File: src/psf_pkg.sv
// ----------------------------------------------------------------------------
// psf_pkg
// Shared types, constants and helpers of the padded S-record formatter.
// ----------------------------------------------------------------------------
package psf_pkg;

  // Default record payload size in bytes (1..128)
  localparam int RecordBytesDef = 128;
  // Depth of the job queue between front and back
  localparam int QueueDepthDef  = 2;

  // Characters in front of the zero run: "S2" LL AAAAAA DD
  localparam int PrefixChars = 12;
  localparam int SuffixChars = 2;
  // Counts of characters in one line, sized for the largest record size
  localparam int LenW        = 9;
  localparam int WordChars   = 8;

  localparam logic [7:0] CharS    = 8'h53;
  localparam logic [7:0] CharZero = 8'h30;
  localparam logic [7:0] CharTwo  = 8'h32;
  localparam logic [7:0] CharNine = 8'h39;

  typedef enum logic [1:0] {
    OP_DATA   = 2'd0,
    OP_HEADER = 2'd1,
    OP_TERM   = 2'd2,
    OP_NONE   = 2'd3
  } op_e;

  // One line of output: prefix chars, a run of '0', an optional two-char suffix
  typedef struct packed {
    logic [0:PrefixChars-1][7:0] prefix;
    logic [3:0]                  pre_len;
    logic [LenW-1:0]             zeros;
    logic [0:SuffixChars-1][7:0] suffix;
    logic                        has_suffix;
    logic                        ends_record;
  } job_t;

  function automatic logic [7:0] hex_char(input logic [3:0] nib);
    logic [7:0] r;
    if (nib < 4'd10) begin
      r = 8'h30 + {4'h0, nib};
    end else begin
      r = 8'h37 + {4'h0, nib};
    end
    return r;
  endfunction

endpackage

File: src/psf_front.sv
// ----------------------------------------------------------------------------
// psf_front
// Accepts input words, tracks the open record and builds one line job per
// word: prefix characters, zero padding length, checksum suffix at close.
// ----------------------------------------------------------------------------
module psf_front #(
  parameter int RecordBytes = psf_pkg::RecordBytesDef
) (
  input  logic          clk_i,
  input  logic          rst_ni,
  input  logic          in_valid_i,
  output logic          in_stall_o,
  input  logic [1:0]    op_i,
  input  logic [7:0]    data_byte_i,
  input  logic [23:0]   load_address_i,
  input  logic [7:0]    record_length_i,
  input  logic          q_full_i,
  output logic          push_o,
  output psf_pkg::job_t job_o
);

  localparam logic [7:0] RecLen = 8'(RecordBytes);
  localparam logic [psf_pkg::LenW-1:0] SpecialZeros = psf_pkg::LenW'(2 * RecordBytes + 10);

  logic [7:0] left_q, left_d;
  logic [7:0] sum_q, sum_d;
  logic [7:0] pad_q, pad_d;

  logic          accept;
  psf_pkg::op_e  op;
  logic          first;
  logic [7:0]    len_eff;
  logic [7:0]    len_m1;
  logic [7:0]    blen;
  logic [7:0]    new_left;
  logic [7:0]    sum_new;
  logic [7:0]    pad_cur;
  psf_pkg::job_t job;
  logic          push;

  assign in_stall_o = q_full_i;
  assign accept     = in_valid_i && !q_full_i;
  assign op         = psf_pkg::op_e'(op_i);

  always_comb begin
    priority if (record_length_i == 8'd0) begin
      len_eff = 8'd1;
    end else if (record_length_i > RecLen) begin
      len_eff = RecLen;
    end else begin
      len_eff = record_length_i;
    end
  end

  assign first    = (left_q == 8'd0);
  assign len_m1   = len_eff - 8'd1;
  assign blen     = first ? len_eff : left_q;
  assign new_left = blen - 8'd1;
  assign sum_new  = (first ? 8'd0 : sum_q) + data_byte_i;
  assign pad_cur  = first ? (RecLen - len_eff) : pad_q;

  always_comb begin
    job         = '0;
    push        = 1'b0;
    left_d      = left_q;
    sum_d       = sum_q;
    pad_d       = pad_q;
    unique case (op)
      psf_pkg::OP_DATA: begin
        push = accept;
        if (first) begin
          job.prefix = {psf_pkg::CharS, psf_pkg::CharTwo,
                        psf_pkg::hex_char(len_m1[7:4]), psf_pkg::hex_char(len_m1[3:0]),
                        psf_pkg::hex_char(load_address_i[23:20]),
                        psf_pkg::hex_char(load_address_i[19:16]),
                        psf_pkg::hex_char(load_address_i[15:12]),
                        psf_pkg::hex_char(load_address_i[11:8]),
                        psf_pkg::hex_char(load_address_i[7:4]),
                        psf_pkg::hex_char(load_address_i[3:0]),
                        psf_pkg::hex_char(data_byte_i[7:4]),
                        psf_pkg::hex_char(data_byte_i[3:0])};
          job.pre_len = 4'(psf_pkg::PrefixChars);
        end else begin
          job.prefix[0] = psf_pkg::hex_char(data_byte_i[7:4]);
          job.prefix[1] = psf_pkg::hex_char(data_byte_i[3:0]);
          job.pre_len   = 4'd2;
        end
        if (new_left == 8'd0) begin
          // record closes: pad, then checksum of data bytes
          job.zeros       = {pad_cur, 1'b0};
          job.suffix      = {psf_pkg::hex_char(sum_new[7:4]),
                             psf_pkg::hex_char(sum_new[3:0])};
          job.has_suffix  = 1'b1;
          job.ends_record = 1'b1;
          if (accept) begin
            left_d = 8'd0;
            sum_d  = 8'd0;
            pad_d  = 8'd0;
          end
        end else if (accept) begin
          left_d = new_left;
          sum_d  = sum_new;
          pad_d  = pad_cur;
        end
      end
      psf_pkg::OP_HEADER, psf_pkg::OP_TERM: begin
        push             = accept;
        job.prefix[0]    = psf_pkg::CharS;
        job.prefix[1]    = (op == psf_pkg::OP_HEADER) ? psf_pkg::CharZero : psf_pkg::CharNine;
        job.pre_len      = 4'd2;
        job.zeros        = SpecialZeros;
        job.ends_record  = 1'b1;
        if (accept) begin
          left_d = 8'd0;
          sum_d  = 8'd0;
          pad_d  = 8'd0;
        end
      end
      psf_pkg::OP_NONE: begin
        push = 1'b0;
      end
      default: begin
        push = 1'b0;
      end
    endcase
  end

  always_ff @(posedge clk_i or negedge rst_ni) begin
    if (!rst_ni) begin
      left_q <= 8'd0;
      sum_q  <= 8'd0;
      pad_q  <= 8'd0;
    end else begin
      left_q <= left_d;
      sum_q  <= sum_d;
      pad_q  <= pad_d;
    end
  end

  assign push_o = push;
  assign job_o  = job;

endmodule

File: src/psf_queue.sv
// ----------------------------------------------------------------------------
// psf_queue
// Small job FIFO between the front and the back of the formatter.
// ----------------------------------------------------------------------------
module psf_queue #(
  parameter int Depth = psf_pkg::QueueDepthDef
) (
  input  logic          clk_i,
  input  logic          rst_ni,
  input  logic          push_i,
  input  psf_pkg::job_t job_i,
  output logic          full_o,
  input  logic          pop_i,
  output logic          head_valid_o,
  output psf_pkg::job_t head_o
);

  localparam int PtrW = (Depth > 1) ? $clog2(Depth) : 1;
  localparam int CntW = $clog2(Depth + 1);

  psf_pkg::job_t       entries_q [Depth];
  logic [PtrW-1:0]     wr_ptr_q, wr_ptr_d;
  logic [PtrW-1:0]     rd_ptr_q, rd_ptr_d;
  logic [CntW-1:0]     count_q, count_d;
  logic                do_push, do_pop;

  assign full_o       = (count_q == CntW'(Depth));
  assign head_valid_o = (count_q != '0);
  assign head_o       = entries_q[rd_ptr_q];
  assign do_push      = push_i && !full_o;
  assign do_pop       = pop_i && head_valid_o;

  always_comb begin
    wr_ptr_d = wr_ptr_q;
    rd_ptr_d = rd_ptr_q;
    count_d  = count_q;
    if (do_push) begin
      wr_ptr_d = (wr_ptr_q == PtrW'(Depth - 1)) ? '0 : wr_ptr_q + PtrW'(1);
    end
    if (do_pop) begin
      rd_ptr_d = (rd_ptr_q == PtrW'(Depth - 1)) ? '0 : rd_ptr_q + PtrW'(1);
    end
    if (do_push && !do_pop) begin
      count_d = count_q + CntW'(1);
    end else if (do_pop && !do_push) begin
      count_d = count_q - CntW'(1);
    end
  end

  always_ff @(posedge clk_i or negedge rst_ni) begin
    if (!rst_ni) begin
      wr_ptr_q <= '0;
      rd_ptr_q <= '0;
      count_q  <= '0;
    end else begin
      wr_ptr_q <= wr_ptr_d;
      rd_ptr_q <= rd_ptr_d;
      count_q  <= count_d;
    end
  end

  always_ff @(posedge clk_i) begin
    if (do_push) begin
      entries_q[wr_ptr_q] <= job_i;
    end
  end

endmodule

File: src/psf_back.sv
// ----------------------------------------------------------------------------
// psf_back
// Walks the head job's character line eight characters per cycle unless stalled
// and holds each packed word in the output register until it is taken.
// ----------------------------------------------------------------------------
module psf_back (
  input  logic          clk_i,
  input  logic          rst_ni,
  input  logic          head_valid_i,
  input  psf_pkg::job_t head_i,
  output logic          pop_o,
  output logic          out_valid_o,
  input  logic          out_stall_i,
  output logic [63:0]   chars_o,
  output logic [3:0]    char_count_o,
  output logic          item_done_o,
  output logic          record_end_o
);

  localparam int LenW = psf_pkg::LenW;

  logic [LenW-1:0] pos_q, pos_d;
  logic            valid_q, valid_d;
  logic [63:0]     chars_q;
  logic [3:0]      count_q;
  logic            done_q;
  logic            rec_end_q;

  logic            advance;
  logic [LenW-1:0] pre_end, zero_end, total, remain;
  logic            last;
  logic [3:0]      word_count;
  logic [63:0]     word;
  logic [LenW-1:0] p;
  logic [LenW-1:0] sidx;

  assign pre_end  = LenW'(head_i.pre_len);
  assign zero_end = pre_end + head_i.zeros;
  assign total    = zero_end + (head_i.has_suffix ? LenW'(psf_pkg::SuffixChars) : '0);
  assign remain   = total - pos_q;
  assign last     = (remain <= LenW'(psf_pkg::WordChars));
  assign word_count = last ? remain[3:0] : 4'(psf_pkg::WordChars);

  assign advance = head_valid_i && (!valid_q || !out_stall_i);
  assign pop_o   = advance && last;

  always_comb begin
    word = '0;
    p    = '0;
    sidx = '0;
    for (int i = 0; i < psf_pkg::WordChars; i++) begin
      p    = pos_q + LenW'(i);
      sidx = p - zero_end;
      if (p < pre_end) begin
        word[63 - 8*i -: 8] = head_i.prefix[p[3:0]];
      end else if (p < zero_end) begin
        word[63 - 8*i -: 8] = psf_pkg::CharZero;
      end else if (p < total) begin
        word[63 - 8*i -: 8] = head_i.suffix[sidx[0]];
      end
    end
  end

  always_comb begin
    pos_d   = pos_q;
    valid_d = valid_q;
    if (advance) begin
      valid_d = 1'b1;
      pos_d   = last ? '0 : pos_q + LenW'(psf_pkg::WordChars);
    end else if (!out_stall_i) begin
      valid_d = 1'b0;
    end
  end

  always_ff @(posedge clk_i or negedge rst_ni) begin
    if (!rst_ni) begin
      pos_q   <= '0;
      valid_q <= 1'b0;
    end else begin
      pos_q   <= pos_d;
      valid_q <= valid_d;
    end
  end

  always_ff @(posedge clk_i) begin
    if (advance) begin
      chars_q   <= word;
      count_q   <= word_count;
      done_q    <= last;
      rec_end_q <= last && head_i.ends_record;
    end
  end

  assign out_valid_o  = valid_q;
  assign chars_o      = chars_q;
  assign char_count_o = count_q;
  assign item_done_o  = done_q;
  assign record_end_o = rec_end_q;

endmodule

File: src/padded_srecord_formatter.sv
// ----------------------------------------------------------------------------
// padded_srecord_formatter
// Path: an accepted item is written into the job queue, then its first word is
//   registered in the output register of the back. One 8-char word per cycle
//   leaves the back unless stalled; an item is ceil(chars/8) words: middle byte
//   2 chars, record open 12, close or header/terminate up to 2*RecordBytes+12.
// Reset: asynchronous active low; clears record state, job queue, output valid.
// ----------------------------------------------------------------------------
module padded_srecord_formatter #(
  parameter int RecordBytes = psf_pkg::RecordBytesDef,
  parameter int QueueDepth  = psf_pkg::QueueDepthDef
) (
  input  logic        clk_i,
  input  logic        rst_ni,
  input  logic        in_valid_i,
  output logic        in_stall_o,
  input  logic [1:0]  op_i,
  input  logic [7:0]  data_byte_i,
  input  logic [23:0] load_address_i,
  input  logic [7:0]  record_length_i,
  output logic        out_valid_o,
  input  logic        out_stall_i,
  output logic [63:0] chars_o,
  output logic [3:0]  char_count_o,
  output logic        item_done_o,
  output logic        record_end_o
);

  logic          q_full;
  logic          push;
  psf_pkg::job_t job;
  logic          pop;
  logic          head_valid;
  psf_pkg::job_t head;

  psf_front #(
    .RecordBytes(RecordBytes)
  ) u_front (
    .clk_i          (clk_i),
    .rst_ni         (rst_ni),
    .in_valid_i     (in_valid_i),
    .in_stall_o     (in_stall_o),
    .op_i           (op_i),
    .data_byte_i    (data_byte_i),
    .load_address_i (load_address_i),
    .record_length_i(record_length_i),
    .q_full_i       (q_full),
    .push_o         (push),
    .job_o          (job)
  );

  psf_queue #(
    .Depth(QueueDepth)
  ) u_queue (
    .clk_i       (clk_i),
    .rst_ni      (rst_ni),
    .push_i      (push),
    .job_i       (job),
    .full_o      (q_full),
    .pop_i       (pop),
    .head_valid_o(head_valid),
    .head_o      (head)
  );

  psf_back u_back (
    .clk_i       (clk_i),
    .rst_ni      (rst_ni),
    .head_valid_i(head_valid),
    .head_i      (head),
    .pop_o       (pop),
    .out_valid_o (out_valid_o),
    .out_stall_i (out_stall_i),
    .chars_o     (chars_o),
    .char_count_o(char_count_o),
    .item_done_o (item_done_o),
    .record_end_o(record_end_o)
  );

  // a word that does not finish its item is always full
  a_full_words: assert property (@(posedge clk_i) disable iff (!rst_ni)
    (out_valid_o && !item_done_o) |-> (char_count_o == 4'd8))
    else $error("short word before end of item");

  a_rec_end_done: assert property (@(posedge clk_i) disable iff (!rst_ni)
    (out_valid_o && record_end_o) |-> item_done_o)
    else $error("record end without item done");

  a_count_range: assert property (@(posedge clk_i) disable iff (!rst_ni)
    out_valid_o |-> (char_count_o != 4'd0 && char_count_o <= 4'd8))
    else $error("char count out of range");

  // queue pops only when it holds a job
  a_pop_head: assert property (@(posedge clk_i) disable iff (!rst_ni)
    pop |-> head_valid)
    else $error("pop from empty queue");

endmodule
File: config.mk
export PLATFORM = sky130hd
export DESIGN_NAME = padded_srecord_formatter
export DESIGN_NICKNAME = d
export VERILOG_FILES = /design/src/psf_pkg.sv /design/src/psf_front.sv /design/src/psf_queue.sv /design/src/psf_back.sv /design/src/padded_srecord_formatter.sv
export SDC_FILE = /design/constraint.sdc
export NUM_CORES = 1
export LEC_CHECK = 0
export BUFFER_PORTS_ARGS = -buffer_cell sky130_fd_sc_hd__buf_2
export CORE_ASPECT_RATIO = 1.75
export CORE_MARGIN = 3
export CORE_UTILIZATION = 50
export CTS_CLUSTER_SIZE = 28
export DETAILED_ROUTE_END_ITERATION = 10
export PLACE_DENSITY_LB_ADDON = 0.3
export SYNTH_ARGS = -nofsm -noshare
export SYNTH_HDL_FRONTEND = slang
export SYNTH_SLANG_ARGS = --single-unit
File: constraint.sdc
create_clock -name clk_i -period 13.85 [get_ports clk_i]
set_input_delay 1.385 -clock clk_i [delete_from_list [all_inputs] [get_ports clk_i]]
set_output_delay 1.385 -clock clk_i [all_outputs]
set_load 0.01 [all_outputs]
# Word-level counts from Yosys, hierarchy flattened
# Memory sizes are Yosys's and may differ from the RTL's.
# Cells that the tools add are included.
# op_classes
add_sub_neg,51
n_lt_le_gt_ge,54
n_eq_ne,6
n_mux,122
bitwise,16
n_reduce_logical,24
# ops
op,n
$mux 8,90
$bmux 8 s4,8
$add 6x4->7 const A,24
$mux 80,2
$lt 9x9->1,16
$lt 9x4->1,8
$lt 4x4->1 const B,12
$pmux 8 s2,3
$ge 5x5->1 const B,8
$not 4->5,8
$add 9x3->9 const B,4
$pmux 16 s2,1
$mux 27,1
$pmux 13 s2,1
$logic_not 8->1,3
$add 9x2->9 const B,2
$mux 17,1
$ge 2x2->1 const B,8
$mux 16,1
$not 1->2,8
$sub 8x1->8 const B,2
$add 4x9->9,1
$add 9x1->9 const B,1
$add 9x2->9,1
27 further kinds,59
# totals
ff_bits,108
mem_bits_rw,254
in_bits,46
output_inout_bits,72
wordCells,286
memories,1
# memory_table
memory,depth,width,read_ports,rd_ports_with_merged_regs,write_ports,line_no,text
u_queue.entries_q,2,127,1,0,1,psf_queue.sv:21,psf_pkg::job_t entries_q [Depth];

# Logic depth before layout (Yosys ltp)
# An unclocked memory read counts as a cell.
# logic_depth
word_depth,10
depth_mapped,26
mapped_depth_nobuf,21

# Cells and area by module
# From an unflattened synthesis, not the netlist that was laid out.
# hier_totals
cells_unflattened,1513
area_unflattened_um2,18718.0
# by_module_without_submodules
mod,n_inst,cells_per_inst,area_per_inst_um2,seq_area_each_um2
psf_queue,1,414,9437.8,7727.4
psf_back,1,547,5524.0,2277.2
psf_front,1,552,3756.1,600.6

# Worst setup path after synthesis
# No wires, ideal clock.
# synth_path
kind,input -> register
startpoint,input op_i[0]
endpoint,memory u_queue.entries_q[0][0] (netlist name) (enable)
setup_ns,0.714
arrival_time_ns,9.033
required_time_ns,13.136
slack_ns,4.103
path_stages,2
n_path_buf,0
cell_sequence,ha_1 nor3_1
# synth_via
elab_chain_len,6
# synth_rtl
item,line_no,text
start: declaration,padded_srecord_formatter.sv:17,"input logic [1:0] op_i,"
"$eq 2x2->1, or another cell as far along",psf_front.sv:68,unique case (op)
$reduce_or 3->1 (no source line),n/a,
$pmux 1 s2 (*),psf_front.sv:68,
$logic_and 1x1->1 (*),psf_queue.sv:30,assign do_push = push_i && !full_o;
$mux 1 (*),psf_queue.sv:63,if (do_push) begin
$mux 1 (not written as such) (*),psf_queue.sv:64,entries_q[wr_ptr_q] <= job_i;
end: declaration,psf_queue.sv:21,
# Mark *: on every way between the ends. The rest lies on a longest branch, timed or not.

# Final worst setup path
# layout_path
startpoint,register u_queue.rd_ptr_q
endpoint,register u_queue.count_q[1]
# layout_via
elab_chain_len,10
# layout_rtl
item,line_no,text
start: declaration,psf_queue.sv:23,"logic [PtrW-1:0] rd_ptr_q, rd_ptr_d;"
start signal: assignment,psf_queue.sv:57,rd_ptr_q <= rd_ptr_d;
$mem_v2 2x127 (*),n/a,
$add 4x9->9 / $mux 2 (equally long branches),"psf_back.sv:38, psf_back.sv:39",
$add 9x2->9 (*),psf_back.sv:39,assign total = zero_end + (head_i.has_suffix ? LenW'(psf_pkg::SuffixChars) : '0);
$sub 9x9->9 (*),psf_back.sv:40,assign remain = total - pos_q;
$le 9x4->1 (*),psf_back.sv:41,assign last = (remain <= LenW'(psf_pkg::WordChars));
$logic_and 1x1->1 (*),psf_back.sv:45,assign pop_o = advance && last;
$logic_and 1x1->1 (*),psf_queue.sv:31,assign do_pop = pop_i && head_valid_o;
$logic_not 1->1,psf_queue.sv:43,if (do_push && !do_pop) begin
$logic_and 1x1->1,psf_queue.sv:43,
$mux 2 / $reduce_bool 2->1 (equally long branches),n/a,
end signal: assignment,psf_queue.sv:58,count_q <= count_d;
end: declaration,psf_queue.sv:24,"logic [CntW-1:0] count_q, count_d;"
# Marks and branches as above.
# A chain may end at the register's enable or synchronous reset.

==> results_dict.tcl <==
set metrics [dict create \
    route.vias.total 10500 \
    slew-limit-headroom_pct 19.9 \
    finalWorstSetupSlack_ps 8160 \
    die_height_um 242 \
    floorplan.initialDensity_pct 51.3 \
    fp.coreArea_um2 31100 \
    h-tree-depth 1 \
    hold_violation_total_from_the_final_report 0 \
    cts.clk_slew.worst_paths_ps 60 \
    fmax_ghz 0.176 \
    internal_power_mw 2.53 \
    pin_count 118 \
    syn_area_per_cell_um2 12.5 \
    share_comb_of_total_power_pct 45.8 \
    cellPowerDensity_nw_per_um2 239 \
    postPlaceCellArea_um2 16800 \
    root_driver "sky130_fd_sc_hd__clkbuf_16" \
    final.period_utilization_pct 41.1 \
    worst_ep_arrival_time_ps 6170 \
    die_area_um2 34100 \
    placed_insts 1731 \
    remaining_drc_errors 0 \
    synth-seq-area-share_pct 58.5 \
    yosysWarnings 0 \
    track_usage_pct 22.7 \
    netlist_area_um2 15900 \
    area_growth_syn_to_layout_pct 11.2 \
    drive_gt1_share_pct 16.1 \
    worst-r2r-cell-count 21 \
    cts-root-to-sink-buffers 3 \
    total_switching_power_mw 1.70 \
    route.antenna.remaining_nets 0 \
    post-place-ws_ps 8190 \
    power_leakage_nw 6.80 \
    design.final.nets 1484 \
    class_of_the_most_critical_hold_timing_path "reg -> reg" \
    cts_hold_buffers 0 \
    cp_class "reg -> reg" \
    grt_setup_unrepaired "no" \
    post_synth_num_cell_types 76 \
    maxCapViolations 0 \
    avgViaCountPerCell 5.91 \
    p_clk_share_pct 18.5 \
    fin_crit_ps 5690 \
    grt_pass1_vias 10800 \
    critical_path.endpoint_type "flop" \
    swShare_pct 40.1 \
    routed_wirelength_mm 39.2 \
    instances_no_fill 1784 \
    worstReg2RegStart "u_queue.rd_ptr_q$_DFFE_PN0P_" \
    grt_start_max_net_pins 67 \
    report.power.total_mw 4.23 \
    holdCritStartpoint "u_back.out_valid_o$_DFFE_PN0P_" \
    resized_cells_post_cts 0 \
    biggest_area_contributors_in_the_synthesized_netlist "sky130_fd_sc_hd__edfxtp_1 (53%), sky130_fd_sc_hd__dfrtp_1 (5.5%), sky130_fd_sc_hd__ha_1 (5.1%)" \
    final_area_um2 17700 \
    cp.required_ps 14330 \
    synth_edf_count 281 \
    crit_path_from "u_queue.rd_ptr_q$_DFFE_PN0P_" \
    cts.sink_count 316 \
    gr-total-overflow 0 \
    dp.final_hpwl_mm 28.4 \
    startpoint_type "flop" \
    max-vdd-ir-drop_uv 130 \
    whs_path_depth 2 \
    fin_worst_skew_ps 19.9 \
    clock_latency_on_the_worst_skew_pair_ps 570 \
    synthCells 1275 \
    drt_first_iter_violations 694 \
    num_rows 85 \
    cts_tree "done" \
    utilization_pct 57.0 \
    globalplace.congestion 0.914 \
    grt_pass1_wl_mm 60.5 \
    floorplan.die.width_um 141 \
    power.share.sequential_pct 35.7 \
    finalSetupViolations 0 \
    numCtsBuffers 29 \
    postSynthRegisterBits 316 \
    fin_hold_ws_ps 482 \
    postSynth.topFlopCell "sky130_fd_sc_hd__edfxtp_1" \
    netlist.area_leader.share_pct 53.0 \
    maxSlewViolCount 0 \
    critical_path.max_fanout 46 \
    synth_top_cell_by_area "sky130_fd_sc_hd__edfxtp_1" \
    drt-pass1-iter-count 5 \
    share_of_async_settable_or_async_resettable_flops_after_synthesis_pct 11.1 \
    diodes 0 \
    timing.setup.tns_ps 0 \
    grt_antenna_before_repair 0 \
    numPortBuffers 108 \
    route.detailed.wl_per_inst_um 22.0 \
    run_status "complete, no violations" \
    max_slew.worst_pin.slew_ps 1190 \
    post-cts-setup-buffer-count 0 \
]
## cells by family (layout without fill, tap and decap cells)
| logic type | Yosys count | in the layout | synth area share [%] |
|---|---|---|---|
| other cells | 1 | 9 | 0.0236 |
| mux | 81 | 81 | 7.34 |
| buf+inv | 143 | 253 | 3.84 |
| flops | 316 | 316 | 58.5 |
| compound gates | 298 | 298 | 12.7 |
| simple gates | 327 | 327 | 9.91 |
| xor+xnor | 42 | 42 | 2.31 |
| fa+ha+maj | 67 | 67 | 5.36 |
## synth_stat cells, drive strengths merged (14+ instances only)
cell	instances
o22ai	44
buf	28
a211oi	15
ha	65
xnor2	28
nand3	25
nand2b	14
o21ai	51
dfrtp	35
mux2i	47
o21a	17
xor2	14
and2	29
nor2	113
a21oi	69
edfxtp	281
mux4	28
clkbuf	34
inv	81
nor3	21
nand2	64
a21o	17
## routing by layer
metal | vias up | wire, um | part of all wire [%] | track usage, %
met5 | - | 0 | 0 | 0
met4 | 0 | 1820 | 4.6 | 10.0
met3 | 85 | 1660 | 4.2 | 2.25
met2 | 297 | 21300 | 54 | 42.0
met1 | 5187 | 14400 | 37 | 26.3
li1 | 4968 | - | - | -
## cell usage in the layout, fill, tap and decap left out, types with 6 or more instances in the layout
cell type and count:
sky130_fd_sc_hd__or2_2 8, sky130_fd_sc_hd__nand3_1 25, sky130_fd_sc_hd__mux2i_1 47, sky130_fd_sc_hd__o21a_1 17, sky130_fd_sc_hd__o2bb2ai_1 8, sky130_fd_sc_hd__xnor2_1 28, sky130_fd_sc_hd__nand2_1 63, sky130_fd_sc_hd__clkinv_2 7
sky130_fd_sc_hd__a21o_1 17, sky130_fd_sc_hd__and3_1 8, sky130_fd_sc_hd__and2_1 27, sky130_fd_sc_hd__nor2_1 112, sky130_fd_sc_hd__xor2_1 14, sky130_fd_sc_hd__ha_1 65, sky130_fd_sc_hd__buf_2 108, sky130_fd_sc_hd__inv_1 80
sky130_fd_sc_hd__mux4_2 28, sky130_fd_sc_hd__a21boi_0 6, sky130_fd_sc_hd__clkbuf_1 6, sky130_fd_sc_hd__o21ai_0 46, sky130_fd_sc_hd__o22a_1 11, sky130_fd_sc_hd__clkbuf_16 29, sky130_fd_sc_hd__o221ai_1 6, sky130_fd_sc_hd__buf_4 11
sky130_fd_sc_hd__dfrtp_1 34, sky130_fd_sc_hd__a22o_1 8, sky130_fd_sc_hd__nor3_1 20, sky130_fd_sc_hd__o211ai_1 6, sky130_fd_sc_hd__edfxtp_1 281, sky130_fd_sc_hd__a211oi_1 15, sky130_fd_sc_hd__or3_1 12, sky130_fd_sc_hd__conb_1 9
sky130_fd_sc_hd__o22ai_1 44, sky130_fd_sc_hd__nor2b_1 12, sky130_fd_sc_hd__a31oi_1 8, sky130_fd_sc_hd__a21oi_1 68, sky130_fd_sc_hd__nand2b_1 14
## power by group through the flow
stage	Combinational, mW	Clock (mW)	Sequential [mW]
floorplan	1.34	0	1.54
global placement	1.92	0	1.52
detailed placement	1.93	0	1.53
CTS	1.94	0.801	1.51
global route	2.12	0.837	1.54
finish	1.94	0.783	1.51
## final timing paths
path                                                  end  slack (ps)
max                        u_queue.count_q[1]$_DFFE_PN0P_        8160
min                        u_back.out_valid_o$_DFFE_PN0P_         480
max reg2reg                u_queue.count_q[1]$_DFFE_PN0P_        8160
min reg2reg                u_back.out_valid_o$_DFFE_PN0P_         480
max in group asynchronous    u_queue.rd_ptr_q$_DFFE_PN0P_       12230
min in group asynchronous    u_front.sum_q[4]$_DFFE_PN0P_         930
## flip-flops by register name (all words and copies together), names as in the netlist, 2 cells and up
signal               count
u_back.chars_o          56
u_back.pos_q             6
u_front.left_q           8
u_queue.entries_q      220
u_front.sum_q            8
u_queue.count_q          2
u_back.char_count_o      3
u_front.pad_q            8
## critical path, cell delays in order (launching register included)
cell and delay [ps]:
sky130_fd_sc_hd__dfrtp_4 940, sky130_fd_sc_hd__mux2_1 420, sky130_fd_sc_hd__ha_1 240, sky130_fd_sc_hd__fa_1 410
sky130_fd_sc_hd__a21oi_1 140, sky130_fd_sc_hd__nor2_1 70, sky130_fd_sc_hd__xor2_1 440, sky130_fd_sc_hd__nor2_1 80
sky130_fd_sc_hd__nand2_1 120, sky130_fd_sc_hd__xor2_1 210, sky130_fd_sc_hd__inv_1 90, sky130_fd_sc_hd__ha_1 370
sky130_fd_sc_hd__o211ai_1 180, sky130_fd_sc_hd__a31oi_1 130, sky130_fd_sc_hd__o31a_1 250, sky130_fd_sc_hd__a311oi_2 450
sky130_fd_sc_hd__and3_1 360, sky130_fd_sc_hd__inv_1 80, sky130_fd_sc_hd__ha_1 210, sky130_fd_sc_hd__xor2_1 160
sky130_fd_sc_hd__nor2_1 120, sky130_fd_sc_hd__xnor2_1 120
## cell type report
type,count,area (um2)
multi-input combinational,824,6040
clock buffer,35,748
inverter,81,304
sequential,316,9320
tap,391,489
clock inverter,18,181
timing repair buffer,119,623
fill,2612,13400
No activity file was read; power rests on OpenSTA's default activity.
